File: config.mk
export PLATFORM = sky130hd
export DESIGN_NAME = charlieplex_led_list_scanner_flat
export DESIGN_NICKNAME = d
export VERILOG_FILES = /design/src/sv/clls_pkg.sv /design/src/sv/clls_in_if.sv /design/src/sv/clls_out_if.sv /design/src/sv/clls_ram.sv /design/src/sv/clls_ctrl.sv /design/src/sv/clls_dp.sv /design/src/sv/charlieplex_led_list_scanner.sv /design/src/flat_wrapper.sv
export SDC_FILE = /design/constraint.sdc
export NUM_CORES = 2
export LEC_CHECK = 0
export ABC_AREA = 1
export BUFFER_PORTS_ARGS = -buffer_cell sky130_fd_sc_hd__buf_4
export CAP_MARGIN = 10
export CORE_ASPECT_RATIO = 2
export CORE_MARGIN = 3
export CORE_UTILIZATION = 40
export CTS_CLUSTER_DIAMETER = 150
export CTS_CLUSTER_SIZE = 40
export DETAILED_ROUTE_END_ITERATION = 8
export SLEW_MARGIN = 20
export SYNTH_ARGS = -nofsm -noshare
export SYNTH_HDL_FRONTEND = slang
export SYNTH_HIERARCHICAL = 1
export SYNTH_SLANG_ARGS = --single-unit
File: constraint.sdc
create_clock -name clk_i -period 17.65 [get_ports clk_i]
set_input_delay 3.53 -clock clk_i [delete_from_list [all_inputs] [get_ports clk_i]]
set_output_delay 3.53 -clock clk_i [all_outputs]
set_load 0.05 [all_outputs]
File: src/sv/clls_pkg.sv
package clls_pkg;

  localparam int unsigned GRID_SIDE_DEF = 16;
  localparam int unsigned PIXELS        = 256;
  localparam int unsigned PIX_W         = 8;
  localparam int unsigned COUNT_W       = 9;
  localparam int unsigned PIN_COUNT     = 17;
  localparam int unsigned PIN_IDX_W     = 5;

  typedef enum logic [1:0] {
    OP_WRITE = 2'd0,
    OP_FLIP  = 2'd1,
    OP_TICK  = 2'd2,
    OP_NONE  = 2'd3
  } op_e;

  // controller -> datapath
  typedef struct packed {
    logic clear_step;
    logic write_px;
    logic flip_start;
    logic sweep_step;
    logic div_step;
    logic tick_read;
    logic out_load;
  } clls_cmd_t;

  // datapath -> controller
  typedef struct packed {
    logic sweep_last;
    logic div_last;
    logic out_free;
  } clls_stat_t;

endpackage

File: src/sv/clls_in_if.sv
interface clls_in_if;
  logic       valid;
  logic       ready;
  logic [1:0] opcode;
  logic [7:0] pixel_index;
  logic       pixel_value;

  modport source (output valid, output opcode, output pixel_index, output pixel_value,
                  input ready);
  modport sink   (input valid, input opcode, input pixel_index, input pixel_value,
                  output ready);
endinterface

File: src/sv/clls_out_if.sv
interface clls_out_if;
  logic        valid;
  logic        ready;
  logic [16:0] drive_high;
  logic [16:0] output_enable;

  modport source (output valid, output drive_high, output output_enable, input ready);
  modport sink   (input valid, input drive_high, input output_enable, output ready);
endinterface

File: src/sv/clls_ram.sv
module clls_ram #(
  parameter int unsigned WIDTH = 8,
  parameter int unsigned DEPTH = 256,
  localparam int unsigned AW   = $clog2(DEPTH)
) (
  input  logic             clk_i,
  input  logic             we_i,
  input  logic [AW-1:0]    waddr_i,
  input  logic [WIDTH-1:0] wdata_i,
  input  logic             re_i,
  input  logic [AW-1:0]    raddr_i,
  output logic [WIDTH-1:0] rdata_o
);

  logic [WIDTH-1:0] mem_q [DEPTH];
  logic [WIDTH-1:0] rdata_q;

  always_ff @(posedge clk_i) begin
    if (we_i) begin
      mem_q[waddr_i] <= wdata_i;
    end
    if (re_i) begin
      rdata_q <= mem_q[raddr_i];
    end
  end

  assign rdata_o = rdata_q;

endmodule

File: src/sv/clls_ctrl.sv
module clls_ctrl
  import clls_pkg::*;
(
  input  logic       clk_i,
  input  logic       rst_ni,
  input  logic       in_valid_i,
  input  logic [1:0] opcode_i,
  output logic       in_ready_o,
  input  clls_stat_t stat_i,
  output clls_cmd_t  cmd_o
);

  typedef enum logic [4:0] {
    ST_CLEAR = 5'b00001,
    ST_IDLE  = 5'b00010,
    ST_TICK  = 5'b00100,
    ST_SWEEP = 5'b01000,
    ST_DIV   = 5'b10000
  } state_e;

  state_e state_q, state_d;
  logic   accept;

  assign in_ready_o = (state_q == ST_IDLE);
  assign accept     = in_valid_i && in_ready_o;

  always_comb begin
    state_d = state_q;
    cmd_o   = '0;
    case (state_q)
      ST_CLEAR: begin
        // zero both bitmaps, one entry a cycle
        cmd_o.clear_step = 1'b1;
        if (stat_i.sweep_last) begin
          state_d = ST_IDLE;
        end
      end
      ST_IDLE: begin
        if (accept) begin
          case (op_e'(opcode_i))
            OP_WRITE: cmd_o.write_px = 1'b1;
            OP_FLIP: begin
              cmd_o.flip_start = 1'b1;
              state_d          = ST_SWEEP;
            end
            OP_TICK: begin
              cmd_o.tick_read = 1'b1;
              state_d         = ST_TICK;
            end
            default: ;
          endcase
        end
      end
      ST_TICK: begin
        if (stat_i.out_free) begin
          cmd_o.out_load = 1'b1;
          state_d        = ST_IDLE;
        end
      end
      ST_SWEEP: begin
        cmd_o.sweep_step = 1'b1;
        if (stat_i.sweep_last) begin
          state_d = ST_DIV;
        end
      end
      ST_DIV: begin
        // re-derive the next scan slot against the new lit count
        cmd_o.div_step = 1'b1;
        if (stat_i.div_last) begin
          state_d = ST_IDLE;
        end
      end
      default: state_d = ST_IDLE;
    endcase
  end

  always_ff @(posedge clk_i or negedge rst_ni) begin
    if (!rst_ni) begin
      state_q <= ST_CLEAR;
    end else begin
      state_q <= state_d;
    end
  end

endmodule

File: src/sv/clls_dp.sv
module clls_dp
  import clls_pkg::*;
#(
  parameter int unsigned GRID_SIDE = GRID_SIDE_DEF
) (
  input  logic                 clk_i,
  input  logic                 rst_ni,
  input  clls_cmd_t            cmd_i,
  output clls_stat_t           stat_o,
  input  logic [PIX_W-1:0]     pixel_index_i,
  input  logic                 pixel_value_i,
  input  logic                 out_ready_i,
  output logic                 out_valid_o,
  output logic [PIN_COUNT-1:0] drive_high_o,
  output logic [PIN_COUNT-1:0] output_enable_o
);

  logic                 front_sel_q;
  logic [COUNT_W-1:0]   lit_count_q;
  logic [PIX_W-1:0]     scan_pos_q;
  logic [PIX_W-1:0]     next_pos_q;
  logic [PIX_W-1:0]     sweep_idx_q;
  logic [2:0]           div_cnt_q;
  logic [PIX_W-1:0]     dvd_q;
  logic [PIX_W-1:0]     rem_q;
  logic                 tick_zero_q;
  logic                 out_valid_q;
  logic [PIN_COUNT-1:0] drive_q, enable_q;

  logic                 map_we_a, map_we_b, map_wdata, map_re;
  logic [PIX_W-1:0]     map_waddr, map_raddr;
  logic                 map_a_rdata, map_b_rdata;
  logic                 front_bit, in_grid, list_hit;
  logic [COUNT_W-1:0]   trial;
  logic [PIX_W-1:0]     rem_d;
  logic [COUNT_W-1:0]   pos_inc;
  logic [PIX_W-1:0]     next_after;
  logic [PIX_W-1:0]     list_rdata;
  logic [3:0]           row, col;
  logic [PIN_IDX_W-1:0] hi_pin;
  logic [PIN_COUNT-1:0] drive_d, enable_d;

  // bitmaps: writes go to the back map, the clearing pass zeroes both
  assign map_wdata = cmd_i.clear_step ? 1'b0 : pixel_value_i;
  assign map_waddr = cmd_i.clear_step ? sweep_idx_q : pixel_index_i;
  assign map_we_a  = cmd_i.clear_step || (cmd_i.write_px && !front_sel_q);
  assign map_we_b  = cmd_i.clear_step || (cmd_i.write_px && front_sel_q);

  // read one pixel ahead so the sweep sees each bit in its own cycle
  assign map_re    = cmd_i.flip_start || cmd_i.sweep_step;
  assign map_raddr = cmd_i.flip_start ? '0 : sweep_idx_q + PIX_W'(1);

  clls_ram #(
    .WIDTH (1),
    .DEPTH (PIXELS)
  ) u_map_a (
    .clk_i   (clk_i),
    .we_i    (map_we_a),
    .waddr_i (map_waddr),
    .wdata_i (map_wdata),
    .re_i    (map_re),
    .raddr_i (map_raddr),
    .rdata_o (map_a_rdata)
  );

  clls_ram #(
    .WIDTH (1),
    .DEPTH (PIXELS)
  ) u_map_b (
    .clk_i   (clk_i),
    .we_i    (map_we_b),
    .waddr_i (map_waddr),
    .wdata_i (map_wdata),
    .re_i    (map_re),
    .raddr_i (map_raddr),
    .rdata_o (map_b_rdata)
  );

  // sweep: pick lit pixels of the front map in ascending index order
  assign front_bit = front_sel_q ? map_a_rdata : map_b_rdata;
  assign in_grid   = ({1'b0, sweep_idx_q[7:4]} < PIN_IDX_W'(GRID_SIDE))
                  && ({1'b0, sweep_idx_q[3:0]} < PIN_IDX_W'(GRID_SIDE));
  assign list_hit  = cmd_i.sweep_step && front_bit && in_grid;

  // restoring remainder step, one dividend bit per cycle
  assign trial = {rem_q, dvd_q[PIX_W-1]};
  assign rem_d = (trial >= lit_count_q) ? PIX_W'(trial - lit_count_q) : PIX_W'(trial);

  // slot after the current one; position is always below the lit count here
  assign pos_inc    = {1'b0, next_pos_q} + COUNT_W'(1);
  assign next_after = (pos_inc == lit_count_q) ? '0 : pos_inc[PIX_W-1:0];

  clls_ram #(
    .WIDTH (PIX_W),
    .DEPTH (PIXELS)
  ) u_list (
    .clk_i   (clk_i),
    .we_i    (list_hit),
    .waddr_i (lit_count_q[PIX_W-1:0]),
    .wdata_i (sweep_idx_q),
    .re_i    (cmd_i.tick_read),
    .raddr_i (next_pos_q),
    .rdata_o (list_rdata)
  );

  assign row    = list_rdata[7:4];
  assign col    = list_rdata[3:0];
  assign hi_pin = (row == col) ? PIN_IDX_W'(GRID_SIDE) : {1'b0, row};

  always_comb begin
    if (tick_zero_q) begin
      drive_d  = '0;
      enable_d = '0;
    end else begin
      drive_d  = PIN_COUNT'(1) << hi_pin;
      enable_d = (PIN_COUNT'(1) << hi_pin) | (PIN_COUNT'(1) << col);
    end
  end

  always_ff @(posedge clk_i or negedge rst_ni) begin
    if (!rst_ni) begin
      front_sel_q <= 1'b0;
      lit_count_q <= '0;
      scan_pos_q  <= '0;
      next_pos_q  <= '0;
      sweep_idx_q <= '0;
      div_cnt_q   <= '0;
      out_valid_q <= 1'b0;
    end else begin
      if (cmd_i.flip_start) begin
        front_sel_q <= ~front_sel_q;
        lit_count_q <= '0;
        sweep_idx_q <= '0;
        div_cnt_q   <= '0;
      end
      if (cmd_i.sweep_step || cmd_i.clear_step) begin
        sweep_idx_q <= sweep_idx_q + PIX_W'(1);
      end
      if (list_hit) begin
        lit_count_q <= lit_count_q + COUNT_W'(1);
      end
      if (cmd_i.div_step) begin
        div_cnt_q <= div_cnt_q + 3'd1;
        if (stat_o.div_last) begin
          next_pos_q <= rem_d;
        end
      end
      if (cmd_i.tick_read && (lit_count_q != '0)) begin
        scan_pos_q <= next_pos_q;
        next_pos_q <= next_after;
      end
      if (cmd_i.out_load) begin
        out_valid_q <= 1'b1;
      end else if (out_ready_i) begin
        out_valid_q <= 1'b0;
      end
    end
  end

  // payload registers
  always_ff @(posedge clk_i) begin
    if (cmd_i.flip_start) begin
      rem_q <= '0;
      dvd_q <= scan_pos_q + PIX_W'(1);
    end else if (cmd_i.div_step) begin
      rem_q <= rem_d;
      dvd_q <= {dvd_q[PIX_W-2:0], 1'b0};
    end
    if (cmd_i.tick_read) begin
      tick_zero_q <= (lit_count_q == '0);
    end
    if (cmd_i.out_load) begin
      drive_q  <= drive_d;
      enable_q <= enable_d;
    end
  end

  assign stat_o.sweep_last = (sweep_idx_q == PIX_W'(PIXELS - 1));
  assign stat_o.div_last   = (div_cnt_q == 3'd7);
  assign stat_o.out_free   = !out_valid_q || out_ready_i;

  assign out_valid_o     = out_valid_q;
  assign drive_high_o    = drive_q;
  assign output_enable_o = enable_q;

endmodule

File: src/sv/charlieplex_led_list_scanner.sv
// Double-buffered 16x16 charlieplexed LED scanner with a compacted list of lit
// pixels. After reset, input is held off while both bitmap memories are
// cleared one entry a cycle. A pixel write lands in the back bitmap. A scan
// tick first reads the lit-pixel list memory (registered read) and then loads
// the output register; a tick that finds the previous beat still waiting at
// the output stays in its load state, with input held off, until the sink
// takes it. It returns drive-high and output-enable masks over 17 pins, pin
// GRID_SIDE serving diagonal pixels, and zero masks when nothing is lit. A
// flip holds off input while it sweeps the new front bitmap one pixel a cycle
// into the list memory (each bitmap read issued in the cycle before its bit
// is used), and then runs a bit-serial remainder that folds the scan position
// into the new lit count. Opcode 3 is accepted and does nothing. A result that
// waits at the output does not block writes or flips.
module charlieplex_led_list_scanner
  import clls_pkg::*;
#(
  parameter int unsigned GRID_SIDE = GRID_SIDE_DEF
) (
  input  logic       clk_i,
  input  logic       rst_ni,
  clls_in_if.sink    in_i,
  clls_out_if.source out_o
);

  clls_cmd_t  cmd;
  clls_stat_t stat;

  clls_ctrl u_ctrl (
    .clk_i      (clk_i),
    .rst_ni     (rst_ni),
    .in_valid_i (in_i.valid),
    .opcode_i   (in_i.opcode),
    .in_ready_o (in_i.ready),
    .stat_i     (stat),
    .cmd_o      (cmd)
  );

  clls_dp #(
    .GRID_SIDE (GRID_SIDE)
  ) u_dp (
    .clk_i           (clk_i),
    .rst_ni          (rst_ni),
    .cmd_i           (cmd),
    .stat_o          (stat),
    .pixel_index_i   (in_i.pixel_index),
    .pixel_value_i   (in_i.pixel_value),
    .out_ready_i     (out_o.ready),
    .out_valid_o     (out_o.valid),
    .drive_high_o    (out_o.drive_high),
    .output_enable_o (out_o.output_enable)
  );

  // never overwrite a beat the sink has not taken
  a_no_overwrite: assert property (@(posedge clk_i) disable iff (!rst_ni)
    cmd.out_load |-> (!out_o.valid || out_o.ready))
    else $error("output beat overwritten");

  a_cmd_exclusive: assert property (@(posedge clk_i) disable iff (!rst_ni)
    $onehot0({cmd.clear_step, cmd.write_px, cmd.flip_start, cmd.sweep_step,
              cmd.div_step, cmd.tick_read, cmd.out_load}))
    else $error("overlapping datapath commands");

  a_flip_sweeps: assert property (@(posedge clk_i) disable iff (!rst_ni)
    cmd.flip_start |=> (cmd.sweep_step && !in_i.ready))
    else $error("flip did not start the sweep");

  a_tick_busy: assert property (@(posedge clk_i) disable iff (!rst_ni)
    cmd.tick_read |=> !in_i.ready)
    else $error("input taken during tick lookup");

endmodule
File: src/flat_wrapper.sv
// flat-port wrapper written by rule: the top's interface ports become plain ports
module charlieplex_led_list_scanner_flat import clls_pkg::*;
#(
  parameter int unsigned GRID_SIDE = GRID_SIDE_DEF
)
  (clk_i, rst_ni, in_i_valid, in_i_opcode, in_i_pixel_index, in_i_pixel_value, in_i_ready, out_o_valid, out_o_drive_high, out_o_output_enable, out_o_ready);
  clls_in_if in_i_i ();
  clls_out_if out_o_i ();
  input  logic clk_i;
  input  logic rst_ni;
  input wire logic [$bits(in_i_i.valid)-1:0] in_i_valid;
  input wire logic [$bits(in_i_i.opcode)-1:0] in_i_opcode;
  input wire logic [$bits(in_i_i.pixel_index)-1:0] in_i_pixel_index;
  input wire logic [$bits(in_i_i.pixel_value)-1:0] in_i_pixel_value;
  output wire logic [$bits(in_i_i.ready)-1:0] in_i_ready;
  output wire logic [$bits(out_o_i.valid)-1:0] out_o_valid;
  output wire logic [$bits(out_o_i.drive_high)-1:0] out_o_drive_high;
  output wire logic [$bits(out_o_i.output_enable)-1:0] out_o_output_enable;
  input wire logic [$bits(out_o_i.ready)-1:0] out_o_ready;
  assign in_i_i.valid = in_i_valid;
  assign in_i_i.opcode = in_i_opcode;
  assign in_i_i.pixel_index = in_i_pixel_index;
  assign in_i_i.pixel_value = in_i_pixel_value;
  assign in_i_ready = in_i_i.ready;
  assign out_o_valid = out_o_i.valid;
  assign out_o_drive_high = out_o_i.drive_high;
  assign out_o_output_enable = out_o_i.output_enable;
  assign out_o_i.ready = out_o_ready;
  charlieplex_led_list_scanner #(.GRID_SIDE(GRID_SIDE)) u_core (.clk_i(clk_i), .rst_ni(rst_ni), .in_i(in_i_i), .out_o(out_o_i));
endmodule
Word-level counts from Yosys, hierarchy flattened
Memory sizes are Yosys's and may differ from the RTL's. A register that Yosys moved wholly into a read port is not among the register bits.
Cells that the tools add are included.

operators by class
  div/mod/pow operators = 0
  $add $sub $neg = 6
  reduce and logical (&&, ||, !) cells = 23
  eq/ne operators = 17
  mux-type cells = 45
  multiply operators = 0
  shift operators = 2
  bitwise logic cells = 2
  magnitude comparators = 1

operators by type and width
  kind                    number
  $mux W8                 11
  $mux W5                 6
  $pmux W5 S5             1
  $mux W1                 20
  $mux W9                 2
  $or A17 B17 Y17         1
  $shl A1 B4 Y17 const A  1
  $shl A1 B5 Y17 const A  1
  $add A8 B1 Y8 const B   2
  $reduce_bool A2 Y1      6
  $ne A2 B1 Y1 const B    5
  $pmux W5 S2             1
  $add A8 B1 Y9 const B   1
  $add A9 B1 Y9 const B   1
  $eq A9 B9 Y1            1
  $ge A9 B9 Y1            1
  $logic_not A9 Y1        1
  $reduce_bool A9 Y1      1
  $eq A8 B8 Y1 const B    1
  $sub A8 B8 Y8           1
  $mux W3                 2
  $reduce_and A6 Y1       1
  $eq A5 B1 Y1 const B    1
  $eq A5 B2 Y1 const B    1
  16 further kinds        26

storage, ports and cells
  memories = 3
  bits in read-only memories = 0
  register bits after elaboration = 94
  latch bits = 0
  bits in writable memories = 2560

memory list
  memory                     words  bits a word  read ports  clocked after memory_dff  wr ports  line            source
  u_core.u_dp.u_list.mem_q   256    8            1           1                         1         clls_ram.sv:15  logic [WIDTH-1:0] mem_q [DEPTH];
  u_core.u_dp.u_map_a.mem_q  256    1            1           1                         1         clls_ram.sv:15
  u_core.u_dp.u_map_b.mem_q  256    1            1           1                         1         clls_ram.sv:15

Depth between registers and ports, before layout
  depth in word-level cells = 8
  gate-level depth with buffers = 21

By module
The synthesis kept the hierarchy.

modules (own cells, without submodules)
  module                               times used  sequential area each (um^2)  cells an instance  area an instance (um^2)
  clls_ram at u_core.u_dp.u_list       1           61739.2                      7003               83476.3
  clls_ram at u_core.u_dp.u_map_a ...  2           7717.4                       1184               11727.5
  clls_dp                              1           2372.3                       596                4895.9
  clls_ctrl                            1           126.4                        62                 411.6

Least setup slack after synthesis
OpenSTA, ideal clock, no wires.

  path kind = input-to-reg
  from = input in_i_pixel_value
  to = memory u_core.u_dp.u_map_a.mem_q[0] (data pin)
  arrival = 15.429 ns
  path buffers = 0
  stages = 2
  setup time = 2.611 ns
  slack = -0.390 ns
  cell sequence = inv_1 nor2_1

on the way
  cells in the longest elaborated chain, start to end = 1

RTL lines
  what                       line                source
  start: declaration         flat_wrapper.sv:14  input wire logic [$bits(in_i_i.pixel_value)-1:0] in_i_pixel_value;
  $mux W1                    clls_dp.sv:44       assign map_wdata = cmd_i.clear_step ? 1'b0 : pixel_value_i;
  net u_core.u_dp.map_wdata  clls_dp.sv:30       logic map_we_a, map_we_b, map_wdata, map_re;
  end: declaration           clls_ram.sv:15

The timed path passes the listed nets, and every way through them passes these cells.

==> results.yml <==
outcome:
  status: "complete, no violations"
critical_path:
  cp.depth: 20
  startpoint: "in_i_opcode[0]"
  crit_path_top_delay_cell: "buf_4"
  cp_top_family: "buffers and inverters"
  slowest_delay_ns: 0.64
  endpoint: "u_core/u_dp/u_map_a/rdata_o"
  startpoint_type: "input pin"
  cp.required_ns: 18.20
  rr_endpoint: "u_core/u_dp/u_list/rdata_o[6]"
  critPathArrivalTime_ns: 7.71
  worstPathMaxFanout: 103
  crit_path_frequent_cell: "nand3_1"
  worstPathCellList: "buf_4 -> inv_1 -> nor2_1 -> inv_1 -> nor2_2 -> buf_4 -> nor2_4 -> buf_4 -> clkinv_2 -> buf_4 -> nand2_1 -> nand3_1 -> nand3_1 -> nand3_1 -> nand3_1 -> nand2_1 -> nand2_1 -> nand3_1 -> nand3_1 -> nand2_1"
  r2r_slack_ns: 11.35
  crit_path_end_kind: "flip-flop"
  reg2reg_from: "u_core/u_dp/next_pos_q[0]"
  path_class: "in2reg"
  critical_path_buf_inv_count: 7
  r2r_cells: 14
power_and_ir_drop:
  p_comb_share_pct: 36.2
  p_leak_nw: 39.6
  p_clk_share_pct: 16.1
  power_density_nw_per_um2: 139
  ir_drop_uv: 139
  switching_share_pct: 39.7
  p_int_mw: 9.86
  p_switching_mw: 6.48
  seqPwrFrac_pct: 47.8
layout:
  layout_commonest_cell: "nand2_1"
  final_util_pct: 42.0
  fill_cells: 26081
  ff_latch_area_um2: 79700
  final_area_um2: 117000
  final_cell_mix: "2,885 x nand2_1, 2,612 x edfxtp_1, 2,574 x nand3_1"
  area_delta_synth_final_pct: 4.35
  multi_input_area_um2: 28500
  fin_cells: 13384
  layout-drive-gt1-share_pct: 3.47
  final_nets: 9662
timing:
  finalSetupTns_ns: 0
  report.final.hold_viol_count: 0
  setup_viol: 0
  slew_viol_final: 0
  final.min_clock_period_ns: 7.16
  setup_ws_ns: 10.49
  clock_skew_ns: 0.0361
  rsz0062_at_grt: "false"
  fin_crit_sh_pct: 40.6
  tightest_slew_ns: 1.20
  slew_headroom_pct: 19.6
  max_freq_mhz: 140
global_route:
  grt_usage_pct: 21.4
  grt_pass1_vias: 72653
  overflow: 0
  grt_pass1_wl_mm: 466
  antenna_found_initial: 4
  grt_max_degree: 240
clock_tree:
  cts.sinks: 2663
  clk_latency_ns: 0.79
  post_cts_resized: 0
  cts_setup_buffers: 0
  cts_hold_buf: 0
  cts_buffer_depth: 3
  htreeDepth: 3
  cts_root_buf: "clkbuf_16"
  cts_buffers: 76
  path_clk_slew_ns: 0.14
  cts_tree: "built"
drt:
  dr.pass1.iters: 7
  vias: 74443
  ant_nets: 0
  met1Wirelength_mm: 110
  met2_length_mm: 167
  via_per_inst: 5.56
  wl_mm: 317
  drc: 0
  drt_iter0_drc: 6912
  top_layer: "met5"
  routedWlPerCell_um: 23.6
  met3_length_mm: 17.2
place:
  place_congestion: 0.902
  dp.cells: 13278
  dp_hpwl_mm: 192
  placed_cell_area_um2: 115000
  place_ws_ns: 9.78
  numPortBuffers: 50
die:
  initial_utilization_pct: 40.3
  io-pin-count: 51
  chipWidth_um: 381
  die_area_um2: 287000
  placementRows: 274
  core_um2: 279000
  die_y_um: 755
logic_synthesis:
  yosysWarnings: 6
  synth_top_flop_cell: "edfxtp_1"
  syn_area_per_cell_um2: 11.2
  ys_top_cells_by_area: "edfxtp_1 70%, nand3_1 11%, nand2_1 9.7%"
  synthCells: 10029
  synth-seq-area-share_pct: 71.0
  synth_edf_count: 2612
  synth_area_um2: 112000
  yosys.area.top_type: "edfxtp_1"
  async_reset_ff_share_pct: 1.61
  ys_types: 48
  ys_ff_latch: 2663
  syn-num-nets: 10061
  synth_top_area_share_pct: 69.9
min_path:
  hold_class: "reg2reg"
flow_run:
  timing.max_cap.violations: 0
-- worst min path at each step --
| stage | start | slack, ns | end | cells past startpoint |
|---|---|---|---|---|
| detailed placement | u_core/u_dp/rem_q[3] | 0.48 | u_core/u_dp/rem_q[3] | 2 |
| floorplan | u_core/u_dp/rem_q[5] | 0.45 | u_core/u_dp/rem_q[5] | 2 |
| finish | u_core/u_dp/rem_q[3] | 0.51 | u_core/u_dp/rem_q[3] | 2 |
| global route | u_core/u_dp/rem_q[3] | 0.53 | u_core/u_dp/rem_q[3] | 2 |
| CTS | u_core/u_dp/rem_q[3] | 0.51 | u_core/u_dp/rem_q[3] | 2 |
| global placement | u_core/u_dp/div_cnt_q[0] | 0.47 | u_core/u_dp/div_cnt_q[0] | 1 |
-- final cells by class --
class                   instances  area share (%)
clock inverters                 7           0.104
flip-flops and latches       2663            68.1
well taps                    3726            3.98
clock buffers                  98            1.71
inverters                     167           0.567
repair buffers                187            1.27
multi-input cells            6535            24.3
diodes                          1         0.00214
-- cells in the mapped netlist (2+ instances only) --
cell and n:
a22o_1 2, nand4_1 22, o211ai_1 2, xnor2_1 5
buf_2 296, edfxtp_1 2612, a21oi_1 11, xor2_1 11
nor4_1 2, nor3_1 5, nand3_2 6, nand3_1 2576
nand2_2 2, a22oi_1 2, o21ai_1 4, buf_4 61
inv_1 156, o22ai_1 21, nor2_1 894, buf_1 46
dfrtp_1 42, o21ai_0 41, dfxtp_1 8, inv_2 9
clkbuf_1 199, nand2_1 2888, nor2_4 4, nand3b_1 5
buf_6 61, a31oi_1 3, ha_1 16
-- tightest hold or removal path, stage by stage, from the launching register on --
cell     delay (ns)
dfxtp_1        0.36
nand2_1        0.07
nand2_1        0.04
-- power groups by stage --
stage	Combinational, mW	Sequential (mW)	Clock [mW]
global route	6.45	7.82	2.88
floorplan	3.87	8.14	0
CTS	5.89	7.80	2.69
finish	5.91	7.80	2.62
global placement	5.80	7.94	0
detailed placement	5.88	7.95	0
-- registers in the layout (all words and copies together), names as in the netlist --
register and count:
u_core/u_dp/out_valid_o 1, u_core/u_dp/lit_count_q 9, u_core/u_dp/next_pos_q 8, u_core/u_dp/u_map_b/rdata_o 1
u_core/u_dp/tick_zero_q 1, u_core/u_dp/rem_q 8, u_core/u_dp/sweep_idx_q 8, u_core/u_dp/u_list/rdata_o 8
u_core/u_dp/scan_pos_q 8, u_core/u_dp/u_map_b/mem_q 256, u_core/u_ctrl/state_q 5, u_core/u_dp/drive_high_o 17
u_core/u_dp/u_map_a/rdata_o 1, u_core/u_dp/front_sel_q 1, u_core/u_dp/output_enable_o 16, u_core/u_dp/u_map_a/mem_q 256
u_core/u_dp/div_cnt_q 3, u_core/u_dp/dvd_q 8, u_core/u_dp/u_list/mem_q 2048
-- cells by family after synthesis --
logic type	after synthesis	synth area share (%)
AOI/OAI and AO/OA	92	0.472
xor gates and xnor gates	16	0.125
buffers and inverters	831	3.73
and+or+nand+nor	6410	24.5
DFF	2663	71.0
adders and majority gates	17	0.196
-- metrics by stage --
step | power [mW] | hold slack [ns]
after floorplan | 12.0 | 0.449
after global placement | 13.7 | 0.473
after detailed placement | 13.8 | 0.484
after CTS | 16.4 | 0.506
after global routing | 17.2 | 0.532
final | 16.3 | 0.506
-- layer usage --
metal	vias to the layer above	global-route usage [%]
li1	33990	-
met1	36855	23.6
met2	2833	39.3
met3	763	2.05
met4	2	13.3
met5	-	0
Power figures use the tool's default switching activity.
